File: config.mk
export PLATFORM = sky130hd
export DESIGN_NAME = pti_front
export DESIGN_NICKNAME = d
export VERILOG_FILES = /design/src/rtl/pti_pkg.sv /design/src/rtl/pti_front.sv
export SDC_FILE = /design/constraint.sdc
export NUM_CORES = 1
export LEC_CHECK = 0
export BUFFER_PORTS_ARGS = -buffer_cell sky130_fd_sc_hd__buf_2
export CORE_ASPECT_RATIO = 1.1
export CORE_MARGIN = 8
export CORE_UTILIZATION = 58
export CTS_CLUSTER_DIAMETER = 150
export DETAILED_ROUTE_END_ITERATION = 8
export PLACE_DENSITY = 0.79
export SYNTH_ARGS = -nofsm -noshare
export SYNTH_HDL_FRONTEND = slang
export SYNTH_SLANG_ARGS = --single-unit
File: constraint.sdc
create_clock -name clk -period 8.65 [get_ports clk]
set_input_delay 0.865 -clock clk [delete_from_list [all_inputs] [get_ports clk]]
set_output_delay 0.865 -clock clk [all_outputs]
set_load 0.05 [all_outputs]
File: src/rtl/pti_pkg.sv
// Shared types, widths and helpers for the periodic table interpolator.
// Used by every module under rtl; depends on nothing.
`timescale 1ns / 1ps

package pti_pkg;

    localparam int TABLE_DEPTH = 1024;
    localparam int IDX_W       = $clog2(TABLE_DEPTH);
    localparam int CNT_W       = 11;
    localparam int ANGLE_W     = 32;
    localparam int LIDX_W      = 10;
    localparam int DATA_W      = 16;
    localparam int FRAC_W      = 15;
    localparam int POS_W       = ANGLE_W + CNT_W;
    localparam int PROD_W      = 2 * DATA_W;

    localparam logic FUNC_QUERY = 1'b0;
    localparam logic FUNC_LOAD  = 1'b1;

    localparam logic [CNT_W-1:0] COUNT_MIN   = CNT_W'(2);
    localparam logic [CNT_W-1:0] COUNT_MAX   = CNT_W'(TABLE_DEPTH);
    localparam logic [CNT_W-1:0] COUNT_RESET = CNT_W'(2);

    // Item after the angle multiply
    typedef struct packed {
        logic                     valid;
        logic                     func;
        logic [CNT_W-1:0]         count;
        logic [POS_W-1:0]         pos;
        logic [LIDX_W-1:0]        load_index;
        logic signed [DATA_W-1:0] load_value;
    } front_t;

    // Query after the table read
    typedef struct packed {
        logic                     valid;
        logic signed [DATA_W-1:0] a;
        logic signed [DATA_W-1:0] b;
        logic [FRAC_W-1:0]        frac;
    } tbl_t;

    // Clamp a 17-bit signed value to the Q15 range
    function automatic logic signed [DATA_W-1:0] sat16(input logic signed [DATA_W:0] v);
        logic signed [DATA_W-1:0] r;
        if (v[DATA_W] != v[DATA_W-1])
        begin
            r = v[DATA_W] ? {1'b1, {(DATA_W-1){1'b0}}} : {1'b0, {(DATA_W-1){1'b1}}};
        end
        else
        begin
            r = v[DATA_W-1:0];
        end
        return r;
    endfunction

endpackage

File: src/rtl/pti_front.sv
// Input capture, entry count clamp and angle-by-count multiply (two stages).
// Depends on pti_pkg.
`timescale 1ns / 1ps

module pti_front (
    input  logic                              clk,
    input  logic                              rst_n,
    input  logic                              start,
    input  logic                              func,
    input  logic [pti_pkg::ANGLE_W-1:0]       angle,
    input  logic [pti_pkg::LIDX_W-1:0]        load_index,
    input  logic signed [pti_pkg::DATA_W-1:0] load_value,
    input  logic [pti_pkg::CNT_W-1:0]         entry_count,
    output pti_pkg::front_t                   front
);

    logic [pti_pkg::CNT_W-1:0]         count_clamped;

    logic                              valid_a_reg;
    logic                              func_a_reg;
    logic [pti_pkg::ANGLE_W-1:0]       angle_a_reg;
    logic [pti_pkg::CNT_W-1:0]         count_a_reg;
    logic [pti_pkg::LIDX_W-1:0]        lidx_a_reg;
    logic signed [pti_pkg::DATA_W-1:0] lval_a_reg;

    logic                              valid_b_reg;
    logic                              func_b_reg;
    logic [pti_pkg::CNT_W-1:0]         count_b_reg;
    logic [pti_pkg::POS_W-1:0]         pos_b_reg;
    logic [pti_pkg::POS_W-1:0]         pos_b_next;
    logic [pti_pkg::LIDX_W-1:0]        lidx_b_reg;
    logic signed [pti_pkg::DATA_W-1:0] lval_b_reg;

    always_comb
    begin
        if (entry_count < pti_pkg::COUNT_MIN)
        begin
            count_clamped = pti_pkg::COUNT_MIN;
        end
        else if (entry_count > pti_pkg::COUNT_MAX)
        begin
            count_clamped = pti_pkg::COUNT_MAX;
        end
        else
        begin
            count_clamped = entry_count;
        end
    end

    assign pos_b_next = pti_pkg::POS_W'(angle_a_reg) * pti_pkg::POS_W'(count_a_reg);

    always_ff @(posedge clk or negedge rst_n)
    begin
        if (!rst_n)
        begin
            valid_a_reg <= 1'b0;
            valid_b_reg <= 1'b0;
        end
        else
        begin
            valid_a_reg <= start;
            valid_b_reg <= valid_a_reg;
        end
    end

    always_ff @(posedge clk)
    begin
        func_a_reg  <= func;
        angle_a_reg <= angle;
        count_a_reg <= count_clamped;
        lidx_a_reg  <= load_index;
        lval_a_reg  <= load_value;

        func_b_reg  <= func_a_reg;
        count_b_reg <= count_a_reg;
        pos_b_reg   <= pos_b_next;
        lidx_b_reg  <= lidx_a_reg;
        lval_b_reg  <= lval_a_reg;
    end

    always_comb
    begin
        front.valid      = valid_b_reg;
        front.func       = func_b_reg;
        front.count      = count_b_reg;
        front.pos        = pos_b_reg;
        front.load_index = lidx_b_reg;
        front.load_value = lval_b_reg;
    end

endmodule

==> key figures <==
Logic synthesis
  • Top cells by instance count after synthesis: 269 x fa_1, 241 x inv_1, 227 x nand2_1, 151 x dfxtp_1, 149 x and2_1
  • #FFs+latches synth: 153
  • Share of the synthesized area in the top cell type: approximately two fifths
  • Area leader, netlist: fa_1
  • Area share of xor/xnor cells in the synthesized design: ~2.4%
  • Nets in the synthesized netlist: 1855
  • Synth area leaders: fa_1 38%, dfxtp_1 22%, ha_1 7.2%
  • Complex-gate fraction of the synthesized area: under 10%
  • Synthesized area per cell: just under 10 um^2
  • Synth unique cells: between 40 and 50
  • Seq/Total Area, Yosys: between 20% and 30%
  • Post-Synth Adder-Cell Area: ~46%
  • Synthesized cell area: between 10000 and 15000 um^2
  • Most frequent cell after synthesis: fa_1
  • EDFF count, synth: 0
  • Post-synthesis mux area share: 0%
  • Mapped Cells: around 1400
  • Fraction of registers with async set/reset: around 1.3%
  • Largest family of logic cells by synthesized area: adder cells
  • Synth warnings: 0
  • Ys flop type: dfxtp_1
  • Synth Area in Simple Gates: between 15 and 20%

Place
  • Cell count after placement: approximately 1800
  • IO Port Bufs: about 150
  • DP HPWL: around 26000 um
  • Placer Congestion: about 0.9

Floorplan
  • Starting density of the core: around three fifths
  • Die Wd: 164 um
  • Core Area: ~24000 um^2
  • IO Pins: between 150 and 200
  • Die H: between 150 and 200 um
  • Die area: 29400 um^2
  • # rows: 59

GRT
  • Overflow after GRT: 0
  • GR Layer Usage met3: under 10%
  • First-pass GRT wire length: between 50000 and 60000 um
  • Largest net degree at the start of global routing: 34
  • M1 GR Usage: approximately a quarter
  • Grt met2 use: ~45%
  • GR peak layer: met2
  • Gr usage total: about a quarter
  • Number of global-route vias before repair: ~11000
  • Initial antenna violation count: 0

Cells and area
  • Fin util: 65.6%
  • Non-Filler Instances: ~1900
  • Footprint of the multi-input gates: approximately 10000 um^2
  • Area growth syn-to-layout: 11.0%
  • Antenna fix cells: 0
  • Register area: approximately 3000 um^2
  • Final Net Count: a little under 2000
  • Share of layout cells above drive strength 1: a little over an eighth
  • Fill cell count: around 1900
  • Max reg flops: 43

Flow run
  • Max-capacitance violation count: 0

STA
  • Slew headroom: 57.2%
  • Final period utilization: between 60 and 70%
  • Hold_ws: around 0.20 ns
  • Min cycle time layout: between 5 and 6 ns
  • Slew Viols, Final: 0
  • Slew @ Worst Pin: around 0.64 ns
  • Hold Vio Cnt, Final: 0
  • Setup TNS: 0 ns
  • Max frequency: approximately 170 MHz
  • RSZ-0062 raised after global routing: false
  • Layout Skew: 0.0153 ns
  • Final Setup Violations: 0

Route
  • Initial DRC count: 570
  • Drt pass-1 iters: 5
  • Routed WL: between 30000 and 40000 um
  • DRC viols: 0
  • Post-DR vias/cell: 5.41
  • WL/cell: roughly 18 um
  • Post-route ant nets: 0
  • Via count: approximately 10000

Worst setup path
  • WS Path Type: reg2reg
  • Worst Path Max Fanout: 18
  • Kind of end point of the critical path: register
  • Critical path arrival: about 6.3 ns
  • R2r endpoint: pos_b_reg[41]$_DFF_P_
  • Worst R2R Path Depth: 19
  • R2r setup slk: 2.68 ns
  • Type of origin of the critical path: register
  • Critical Path Sink: pos_b_reg[41]$_DFF_P_
  • Worst EP required: approximately 9 ns
  • RR Startpoint: count_a_reg[2]$_SDFF_PP0_
  • CP Launch Point: count_a_reg[2]$_SDFF_PP0_

Power
  • P_leak: roughly 7.7 nW
  • Peak supply drop: 203 uV
  • Power, Total: roughly 4.5 mW
  • P per Cell Area: 288 nW/um^2

Worst hold path
  • Hold WC Path Type: in2async

Clock network
  • Post-cts sizing count: 0
  • CTS clk-pin slew, worst paths: 0.08 ns
  • CTS tree: done
  • Clock Latency Late Sink: 0.45 ns
  • CTS Hold Bufs: 0
  • Clk sink count: ~150
  • Max Buffers Root-to-Sink: 2
  • H-tree depth: 4
  • Root Buffer Master: clkbuf_16
  • TritonCTS Buffers: 17
  • Post-CTS Setup Inserts: 0

Outcome
  • Outcome: finished, final reports clean
through the flow:
stage / cell area (um^2) / setup WS (ns)
after floorplan: 14000 / 3.42
after global placement: 14900 / 2.82
after detailed placement: 14900 / 2.73
after CTS: 15500 / 2.72
after global routing: 15500 / 2.37
final: 15500 / 2.68
critical path, stage by stage, from the launching register on:
cell and delay, ns:
dfxtp_1 0.73, buf_4 0.34, nand2_1 0.11, fa_1 0.52
fa_1 0.51, inv_1 0.06, fa_1 0.50, fa_1 0.50
inv_1 0.05, fa_1 0.47, inv_1 0.04, ha_1 0.37
a2111o_1 0.40, a31o_1 0.19, a31oi_1 0.20, o41ai_1 0.15
a31oi_4 0.24, nor2_2 0.09, a311oi_2 0.28, xnor2_1 0.15
cells in the final DEF, fill, tap and decap left out, types with 3 or more instances in the layout:
cell type / instances
fa_1: 269
inv_1: 241
nand2_1: 227
buf_2: 154
dfxtp_1: 151
and2_1: 149
ha_1: 81
a21oi_1: 41
xnor2_1: 31
nor2_1: 27
a21o_1: 20
clkbuf_16: 17
o21ai_0: 14
nor3_1: 12
nor2b_1: 12
buf_4: 11
nand3_1: 9
o21bai_1: 8
a31oi_1: 7
xor2_1: 7
nand4_1: 6
and3_1: 5
o21a_1: 4
clkinv_8: 4
inv_6: 4
nor4_1: 3
o211ai_1: 3
nand3b_1: 3
inv_8: 3
layer usage:
metal  wire (um)  up-vias
met1       11000     5058
li1            -     4505
met4        1690        0
met3        1650      133
met5           0        -
met2       18700      350
worst min-delay path by stage:
stage	start	to	slack, ns	depth (start not counted)
after floorplan	func_a_reg$_DFF_P_	func_b_reg$_DFF_P_	0.31	0
after global placement	lval_a_reg[4]$_DFF_P_	lval_b_reg[4]$_DFF_P_	0.31	0
after detailed placement	lval_a_reg[10]$_DFF_P_	lval_b_reg[10]$_DFF_P_	0.31	0
after CTS	rst_n	valid_a_reg$_DFF_PN0_	0.19	1
after global routing	rst_n	valid_a_reg$_DFF_PN0_	0.19	1
final	rst_n	valid_a_reg$_DFF_PN0_	0.20	1
cell type report:
type	instances	share of cell area [%]
Tap cell	305	2.46
Timing Repair Buffer	165	5.49
Multi-Input combinational cell	962	62.6
Clock inverter	15	1.13
Inverter	241	5.82
Clock buffer	17	2.74
Sequential cell	153	19.8
report_power, final:
group          internal [mW]  switching [mW]  total (mW)
clock                  0.391           0.382       0.773
combinational           1.02            1.77        2.79
sequential             0.850          0.0565       0.907
logic make-up after synthesis:
group,Yosys count
fa+ha+maj,350
xor+xnor,38
simple gates,461
flops,153
buf+inv,317
compound gates,113
Note: power is estimated with default switching activity, not from simulation.
