**src/rtl/pti_pkg.sv**
```systemverilog
// Shared types, widths and helpers for the periodic table interpolator.
// Used by every module under rtl; depends on nothing.
`timescale 1ns / 1ps

package pti_pkg;

    localparam int TABLE_DEPTH = 1024;
    localparam int IDX_W       = $clog2(TABLE_DEPTH);
    localparam int CNT_W       = 11;
    localparam int ANGLE_W     = 32;
    localparam int LIDX_W      = 10;
    localparam int DATA_W      = 16;
    localparam int FRAC_W      = 15;
    localparam int POS_W       = ANGLE_W + CNT_W;
    localparam int PROD_W      = 2 * DATA_W;

    localparam logic FUNC_QUERY = 1'b0;
    localparam logic FUNC_LOAD  = 1'b1;

    localparam logic [CNT_W-1:0] COUNT_MIN   = CNT_W'(2);
    localparam logic [CNT_W-1:0] COUNT_MAX   = CNT_W'(TABLE_DEPTH);
    localparam logic [CNT_W-1:0] COUNT_RESET = CNT_W'(2);

    // Item after the angle multiply
    typedef struct packed {
        logic                     valid;
        logic                     func;
        logic [CNT_W-1:0]         count;
        logic [POS_W-1:0]         pos;
        logic [LIDX_W-1:0]        load_index;
        logic signed [DATA_W-1:0] load_value;
    } front_t;

    // Query after the table read
    typedef struct packed {
        logic                     valid;
        logic signed [DATA_W-1:0] a;
        logic signed [DATA_W-1:0] b;
        logic [FRAC_W-1:0]        frac;
    } tbl_t;

    // Clamp a 17-bit signed value to the Q15 range
    function automatic logic signed [DATA_W-1:0] sat16(input logic signed [DATA_W:0] v);
        logic signed [DATA_W-1:0] r;
        if (v[DATA_W] != v[DATA_W-1])
        begin
            r = v[DATA_W] ? {1'b1, {(DATA_W-1){1'b0}}} : {1'b0, {(DATA_W-1){1'b1}}};
        end
        else
        begin
            r = v[DATA_W-1:0];
        end
        return r;
    endfunction

endpackage

```
**src/rtl/pti_blend.sv**
```systemverilog
// Interpolation datapath: saturated difference, Q15 multiply, saturated add (three stages).
// Depends on pti_pkg.
`timescale 1ns / 1ps

module pti_blend (
    input  logic                              clk,
    input  logic                              rst_n,
    input  pti_pkg::tbl_t                     tbl,
    output logic                              done,
    output logic signed [pti_pkg::DATA_W-1:0] compensation
);

    logic signed [pti_pkg::DATA_W:0]   diff_wide;
    logic signed [pti_pkg::DATA_W-1:0] delta_d_next;

    logic                              valid_d_reg;
    logic signed [pti_pkg::DATA_W-1:0] a_d_reg;
    logic signed [pti_pkg::DATA_W-1:0] delta_d_reg;
    logic [pti_pkg::FRAC_W-1:0]        frac_d_reg;

    logic signed [pti_pkg::PROD_W-1:0] prod_e_next;
    logic                              valid_e_reg;
    logic signed [pti_pkg::DATA_W-1:0] a_e_reg;
    logic signed [pti_pkg::PROD_W-1:0] prod_e_reg;

    logic signed [pti_pkg::PROD_W-1:0] step_wide;
    logic signed [pti_pkg::DATA_W:0]   sum_wide;
    logic signed [pti_pkg::DATA_W-1:0] comp_next;

    logic                              done_reg;
    logic signed [pti_pkg::DATA_W-1:0] comp_reg;

    assign diff_wide    = {tbl.b[pti_pkg::DATA_W-1], tbl.b} - {tbl.a[pti_pkg::DATA_W-1], tbl.a};
    assign delta_d_next = pti_pkg::sat16(diff_wide);

    assign prod_e_next = pti_pkg::PROD_W'(delta_d_reg)
                         * pti_pkg::PROD_W'($signed({1'b0, frac_d_reg}));

    // arithmetic shift floors; the step always fits 17 bits
    assign step_wide = prod_e_reg >>> pti_pkg::FRAC_W;
    assign sum_wide  = {a_e_reg[pti_pkg::DATA_W-1], a_e_reg} + step_wide[pti_pkg::DATA_W:0];
    assign comp_next = pti_pkg::sat16(sum_wide);

    always_ff @(posedge clk or negedge rst_n)
    begin
        if (!rst_n)
        begin
            valid_d_reg <= 1'b0;
            valid_e_reg <= 1'b0;
            done_reg    <= 1'b0;
        end
        else
        begin
            valid_d_reg <= tbl.valid;
            valid_e_reg <= valid_d_reg;
            done_reg    <= valid_e_reg;
        end
    end

    always_ff @(posedge clk)
    begin
        a_d_reg     <= tbl.a;
        delta_d_reg <= delta_d_next;
        frac_d_reg  <= tbl.frac;

        a_e_reg     <= a_d_reg;
        prod_e_reg  <= prod_e_next;

        comp_reg    <= comp_next;
    end

    assign done         = done_reg;
    assign compensation = comp_reg;

endmodule

```
**config.mk**
```make
export PLATFORM = sky130hd
export DESIGN_NAME = pti_blend
export DESIGN_NICKNAME = d
export VERILOG_FILES = /design/src/rtl/pti_pkg.sv /design/src/rtl/pti_blend.sv
export SDC_FILE = /design/constraint.sdc
export NUM_CORES = 1
export LEC_CHECK = 0
export BUFFER_PORTS_ARGS = -buffer_cell sky130_fd_sc_hd__buf_2
export CORE_ASPECT_RATIO = 1.25
export CORE_MARGIN = 4
export CORE_UTILIZATION = 50
export CTS_CLUSTER_DIAMETER = 30
export DETAILED_ROUTE_END_ITERATION = 10
export PLACE_DENSITY_LB_ADDON = 0.25
export SLEW_MARGIN = 10
export SYNTH_ARGS = -nofsm -noshare
export SYNTH_HDL_FRONTEND = slang
export SYNTH_SLANG_ARGS = --single-unit
```
**constraint.sdc**
```tcl
create_clock -name clk -period 7.6 [get_ports clk]
set_clock_uncertainty 0.15 [all_clocks]
set_input_delay 1.14 -clock clk [delete_from_list [all_inputs] [get_ports clk]]
set_output_delay 1.14 -clock clk [all_outputs]
set_load 0.03 [all_outputs]
```
==> results of run 1 <==
-- cells by family (layout without fill, tap and decap cells) --
logic type / count (synthesis) / in the layout / share of synthesized area, %
adders and majority gates: 374 / 374 / 50.4
AOI/OAI and AO/OA: 120 / 120 / 6.70
muxes: 1 / 1 / 0.0777
and+or+nand+nor: 345 / 345 / 13.5
other: 0 / 2 / 0
DFF: 99 / 99 / 15.5
buffers and inverters: 364 / 414 / 10.7
xor gates and xnor gates: 46 / 46 / 3.18
-- worst register-to-register path, cell delays in order (launching register included) --
cell and delay (ns):
dfxtp_1 0.67, nand2_1 0.20, inv_1 0.16, fa_1 0.51, inv_1 0.18, fa_1 0.48, inv_1 0.30, fa_1 0.50
fa_1 0.50, fa_1 0.49, inv_1 0.05, fa_1 0.47, inv_1 0.04, ha_1 0.33, a21oi_1 0.21, o21bai_1 0.09
a221o_1 0.34, a31o_2 0.27, a211oi_1 0.32, o21bai_1 0.14, xor2_1 0.15
-- metrics by stage --
| step | hold slack (ns) | instances |
|---|---|---|
| 5_1_grt | 0.181 | 1736 |
| 4_1_cts | 0.179 | 1734 |
| 3_3_place_gp | 0.160 | 1718 |
| 6_report | 0.177 | 1736 |
| 2_1_floorplan | 0.160 | 1349 |
| 3_5_place_dp | 0.162 | 1718 |
-- area by class of cell --
| class | count | area (µm²) | share of cell area, % |
|---|---|---|---|
| multi-input cells | 886 | 9520 | 68.8 |
| clock inverters | 6 | 72.6 | 0.525 |
| clock buffers | 10 | 229 | 1.66 |
| repair buffers | 69 | 353 | 2.55 |
| well taps | 335 | 419 | 3.03 |
| inverters | 329 | 1230 | 8.93 |
| diodes | 2 | 5.00 | 0.0362 |
| flip-flops and latches | 99 | 2000 | 14.4 |
-- worst max path at each step --
stage	end	slack [ns]	depth (start not counted)
after floorplan	prod_e_reg[29]	1.46	21
after global placement	prod_e_reg[29]	1.12	20
after detailed placement	prod_e_reg[29]	0.98	20
after CTS	prod_e_reg[29]	0.95	20
after global routing	prod_e_reg[29]	0.59	20
final	prod_e_reg[29]	0.94	20
-- cell usage after synthesis, drive strengths merged, types with 7 or more instances --
cell    number  area, µm²
xor2        10       87.6
nand3        8       40.0
clkbuf      31        116
nor3         7       40.0
fa         247       4940
nand2      144        541
ha         111       1390
a21o        25        188
dfxtp       96       1920
a21oi       31        163
nor2        29        109
inv        329       1230
and3         7       48.8
o21ai       16       80.1
xnor2       36        323
maj3        16        160
and2       116        726
-- metal layers --
metal | global-route usage (%) | vias to the layer above | part of all wire (%)
met2 | 38.9 | 143 | 57
li1 | - | 4153 | -
met5 | 0 | - | 0
met1 | 25.1 | 4559 | 38
met4 | 6.98 | 0 | 2.7
met3 | 2.40 | 46 | 2.6
==> results.py, run 1 <==
metrics = {
    "grt": {
        "grt_pass1_wl_um": 47200,
        "antenna_found_initial": 2,
        "grt_overflow": 0,
        "grt_pass1_vias": 9617,
        "grt_usage_pct": 21.1,
        "grt_max_degree": 19,
    },
    "cells_and_area": {
        "fill_cells": 2314,
        "final_util_pct": 54.7,
        "nets": 1802,
        "layout_commonest_cell": "inv_1",
        "largest_register_ffs": 17,
        "syn2layout_area_growth_pct": 7.32,
        "fin_area_um2": 13800,
        "final_cell_mix": "inv_1 (329), fa_1 (247), nand2_1 (144)",
        "drive_gt1_share_pct": 7.15,
    },
    "yosys": {
        "syn_avg_cell_area_um2": 9.55,
        "synth_flop_cell": "dfxtp_1",
        "ys_seq_elements": 99,
        "yosysSeqAreaShare_pct": 15.5,
        "yosysUniqueCellTypes": 60,
        "synthCells": 1349,
        "synth_nets": 1757,
        "syn-cell-area_um2": 12900,
        "synth_edf_count": 0,
        "ys_warn_count": 0,
        "async_flop_share_pct": 3.03,
    },
    "clock_tree": {
        "post_cts_buffers": 0,
        "cts_resized": 0,
        "cts_sinks": 99,
        "htree_levels": 3,
        "clock_latency_ns": 0.35,
        "ctsHoldBuffers": 0,
        "numCtsBuffers": 9,
        "clk_pin_slew_worst_paths_ns": 0.07,
        "cts_root_buf": "clkbuf_16",
        "cts_tree": "done",
        "clk_path_buf_depth": 2,
    },
    "worst_setup_path": {
        "crit_arrival_ns": 6.74,
        "setup.worst_path.class": "reg -> reg",
        "r2r_end": "prod_e_reg[29]",
        "reg2reg_depth": 20,
        "cpMaxStageDelayCell": "dfxtp_1",
        "critPathCaptureType": "flip-flop",
        "crit_fanout": 16,
        "cp_common_cell": "fa_1",
        "reg2reg_from": "frac_d_reg[1]",
        "crit_buf_inv": 5,
        "cp-start-kind": "flip-flop",
        "worstPathCellList": "nand2_1, inv_1, fa_1, inv_1, fa_1, inv_1, fa_1, fa_1, fa_1, inv_1, fa_1, inv_1, ha_1, a21oi_1, o21bai_1, a221o_1, a31o_2, a211oi_1, o21bai_1, xor2_1",
        "cpLargestDelayFamily": "adder cells",
        "r2r_slack_ns": 0.94,
        "critPathMaxStageDelay_ns": 0.67,
        "startpoint": "frac_d_reg[1]",
        "required_ns": 7.68,
    },
    "sta": {
        "relSlewSlack_pct": 24.2,
        "fin_crit_ns": 6.66,
        "final_max_slew_viol_count": 0,
        "max_freq_mhz": 150,
        "hold_violations": 0,
        "rsz0062_at_grt": "false",
        "fin_crit_sh_pct": 87.6,
        "tightest_slew_ns": 1.14,
        "setup_ws_ns": 0.942,
        "tns_ns": 0,
        "setup_viol": 0,
    },
    "route": {
        "wl_per_cell_um": 16.0,
        "route.detailed.drc": 0,
        "firstDrtPassIters": 5,
        "antenna_left": 0,
        "post_drt_via_cell_ratio": 5.13,
        "routed-via-count": 8901,
        "first_iter_violations": 327,
        "routed_wl_um": 27700,
    },
    "placed_design": {
        "portBuffers": 66,
        "post-place-ws_ns": 0.985,
        "dpl.hpwl_um": 23100,
        "gp_congestion": 0.858,
        "placed_area_um2": 13500,
    },
    "worst_hold_path": {
        "holdCritStartpoint": "a_d_reg[12]",
        "hold_path_end": "a_e_reg[12]",
        "hold_depth": 0,
        "holdCritPathClass": "reg -> reg",
    },
    "die": {
        "io_pins": 67,
        "start_util_pct": 50.9,
        "die-area_um2": 28400,
        "die_h_um": 187,
        "die_w_um": 152,
        "core_area_um2": 25300,
        "rows": 65,
    },
    "flow_run": {
        "maxCapViolations": 0,
    },
    "outcome": {
        "outcome": "finished clean",
    },
}
Power of run 1 is left out: the tool's default activity adds up to more than one toggle a clock period on the data nets, which glitch-free logic cannot reach.
==> run 2: changes to the inputs <==
ABC_AREA = 1   (was unset)
==> run 2 against run 1 <==
Against the previous run:
- global-route usage is 2.2 points higher
- clock-buffer cell count is the same
- die area is 12% higher
- routed wire length grew 26%
- flip-flop and latch count unchanged
- register-to-register slack better by 0.42 ns
- worst hold slack improved by 0.0042 ns
- highest routed layer unchanged
- final area up 11%
- fmax is 6.8% higher
- final cell count rose by 34%
- synthesized cell count rose by 44%
- core utilization is 0.82 points lower
==> results.py, run 2 <==
metrics = {
    "sta": {
        "hold_violations": 0,
        "max_freq_mhz": 160,
        "relSlewSlack_pct": 38.5,
        "fin_crit_ns": 6.23,
        "whs_ns": 0.181,
        "final_max_slew_viol_count": 0,
        "setup_viol": 0,
        "tightest_slew_ns": 0.921,
        "fin_crit_sh_pct": 82.0,
        "tns_ns": 0,
        "rsz0062_at_grt": "false",
    },
    "yosys": {
        "netlist_top_cells_area": "fa_1 (34%), nand2_1 (15%), inv_1 (15%), dfxtp_1 (13%), ha_1 (9.6%)",
        "syn-cell-area_um2": 14500,
        "yosysSeqAreaShare_pct": 13.8,
        "yosysMostFrequentCell": "nand2_1",
        "synth_edf_count": 0,
        "synth.top_cell.area_share_pct": 34.2,
        "ys_seq_elements": 99,
        "syn_avg_cell_area_um2": 7.47,
        "async_flop_share_pct": 3.03,
        "synthCells": 1937,
        "synth_nets": 2345,
        "synth_top_cell_by_area": "fa_1",
        "synthTopCellsByCount": "nand2_1 (588), inv_1 (564), fa_1 (247), ha_1 (111), dfxtp_1 (96)",
        "yosysUniqueCellTypes": 41,
        "synth_flop_cell": "dfxtp_1",
        "ys_warn_count": 0,
    },
    "cells_and_area": {
        "antenna_cells": 0,
        "fill_cells": 2817,
        "largest_register_ffs": 17,
        "nets": 2377,
        "final_cell_mix": "nand2_1 (588), inv_1 (564), fa_1 (247)",
        "layout_commonest_cell": "nand2_1",
        "syn2layout_area_growth_pct": 6.00,
        "final_util_pct": 53.9,
        "drive_gt1_share_pct": 6.79,
    },
    "outcome": {
        "outcome": "finished clean",
    },
    "route": {
        "first_iter_violations": 550,
        "routed-via-count": 11480,
        "route.detailed.drc": 0,
        "routed_wl_um": 35000,
        "antenna_left": 0,
        "post_drt_via_cell_ratio": 4.93,
        "wl_per_cell_um": 15.0,
        "firstDrtPassIters": 5,
    },
    "worst_setup_path": {
        "cp-start-kind": "flip-flop",
        "required_ns": 7.70,
        "crit_buf_inv": 6,
        "crit_fanout": 15,
        "critPathMaxStageDelay_ns": 0.72,
        "worstPathCellList": "nand2_1, inv_1, fa_1, inv_1, fa_1, inv_1, fa_1, fa_1, fa_1, inv_1, fa_1, inv_1, ha_1, a21oi_1, nand2_1, inv_1, nand2_1, a21oi_1, nand2_1, nand2_1, nand2_1",
        "cpMaxStageDelayCell": "dfxtp_1",
        "critPathCaptureType": "flip-flop",
        "setup.worst_path.class": "reg -> reg",
        "cpLargestDelayFamily": "adder cells",
        "crit_arrival_ns": 6.34,
    },
    "flow_run": {
        "maxCapViolations": 0,
    },
    "placed_design": {
        "portBuffers": 66,
        "gp_congestion": 0.900,
        "dpl.hpwl_um": 30000,
    },
    "die": {
        "die_w_um": 160,
        "die_h_um": 198,
        "rows": 69,
        "start_util_pct": 50.8,
        "die-area_um2": 31800,
        "io_pins": 67,
        "core_area_um2": 28500,
    },
    "grt": {
        "grt_overflow": 0,
        "grt_pass1_wl_um": 59000,
        "grt_pass1_vias": 12148,
        "grt_max_degree": 18,
        "grt_usage_pct": 23.3,
        "antenna_found_initial": 0,
    },
    "clock_tree": {
        "clk_path_buf_depth": 2,
        "clock_latency_ns": 0.37,
        "htree_levels": 3,
        "cts_tree": "done",
        "cts_resized": 0,
        "clk_pin_slew_worst_paths_ns": 0.09,
        "post_cts_buffers": 0,
        "cts_root_buf": "clkbuf_16",
        "cts_sinks": 99,
        "ctsHoldBuffers": 0,
        "numCtsBuffers": 9,
    },
    "worst_hold_path": {
        "holdCritPathClass": "reg -> reg",
    },
}
run 2: changes by cell type after synthesis, moves of 16 or more:
cell / change
a21o_1: -22
nand2_1: +444
a21oi_1: +16
nor2_1: +34
nand2_2: +22
maj3_1: -16
xnor2_1: -32
inv_1: +235
and2_1: -115
nand3_1: +37
run 2: area by class of cell:
class	instances	area [µm²]	area share [%]
clock buffer	10	229	1.49
clock inverter	6	46.3	0.302
inverter	566	2120	13.8
multi-input combinational	1224	10100	66.1
sequential	99	2000	13.0
tap	355	444	2.89
timing repair buffer	69	353	2.30
run 2: final timing paths:
kind                            startpoint             end  slack, ns  cells after the start
max                        delta_d_reg[15]  prod_e_reg[31]       1.37                     21
min                             a_d_reg[8]      a_e_reg[8]       0.18                      0
max reg2reg                delta_d_reg[15]  prod_e_reg[31]       1.37                     21
min reg2reg                     a_d_reg[8]      a_e_reg[8]       0.18                      0
max in group asynchronous            rst_n     valid_d_reg       6.79                      1
min in group asynchronous            rst_n            done       0.41                      1
run 2: cells by family (layout without fill, tap and decap cells):
kind of cell	count (synthesis)	count (layout)	synth area share [%]
AND/OR/NAND/NOR	762	762	21.8
buffers and inverters	614	651	16.1
adder cells (fa/ha/maj)	358	358	43.8
flip-flops	99	99	13.8
AO/OA/AOI/OAI	84	84	3.34
XOR/XNOR	20	20	1.21
run 2: through the flow:
step,cells,setup slack (ns),area (µm²)
detailed placement,2313,1.40,15100
global placement,2313,1.48,15100
finish,2329,1.37,15300
floorplan,1937,2.18,14500
CTS,2329,1.35,15300
global route,2329,0.967,15300
run 2: worst register-to-register path: cells and delay by family, from the launching register on:
kind / cells / cell delay, ns
fa+ha+maj: 7 / 3.33
buf+inv: 6 / 0.81
flops: 1 / 0.72
simple gates: 6 / 0.59
compound gates: 2 / 0.50
run 2: per-layer routing:
layer	global-route usage [%]	share of wire [%]	up-vias
met5	0	0	-
met4	8.07	3.1	0
met3	1.83	3.0	63
met2	44.0	54	215
met1	27.9	40	5622
li1	-	-	5580
Power of run 2 is left out for the same reason.
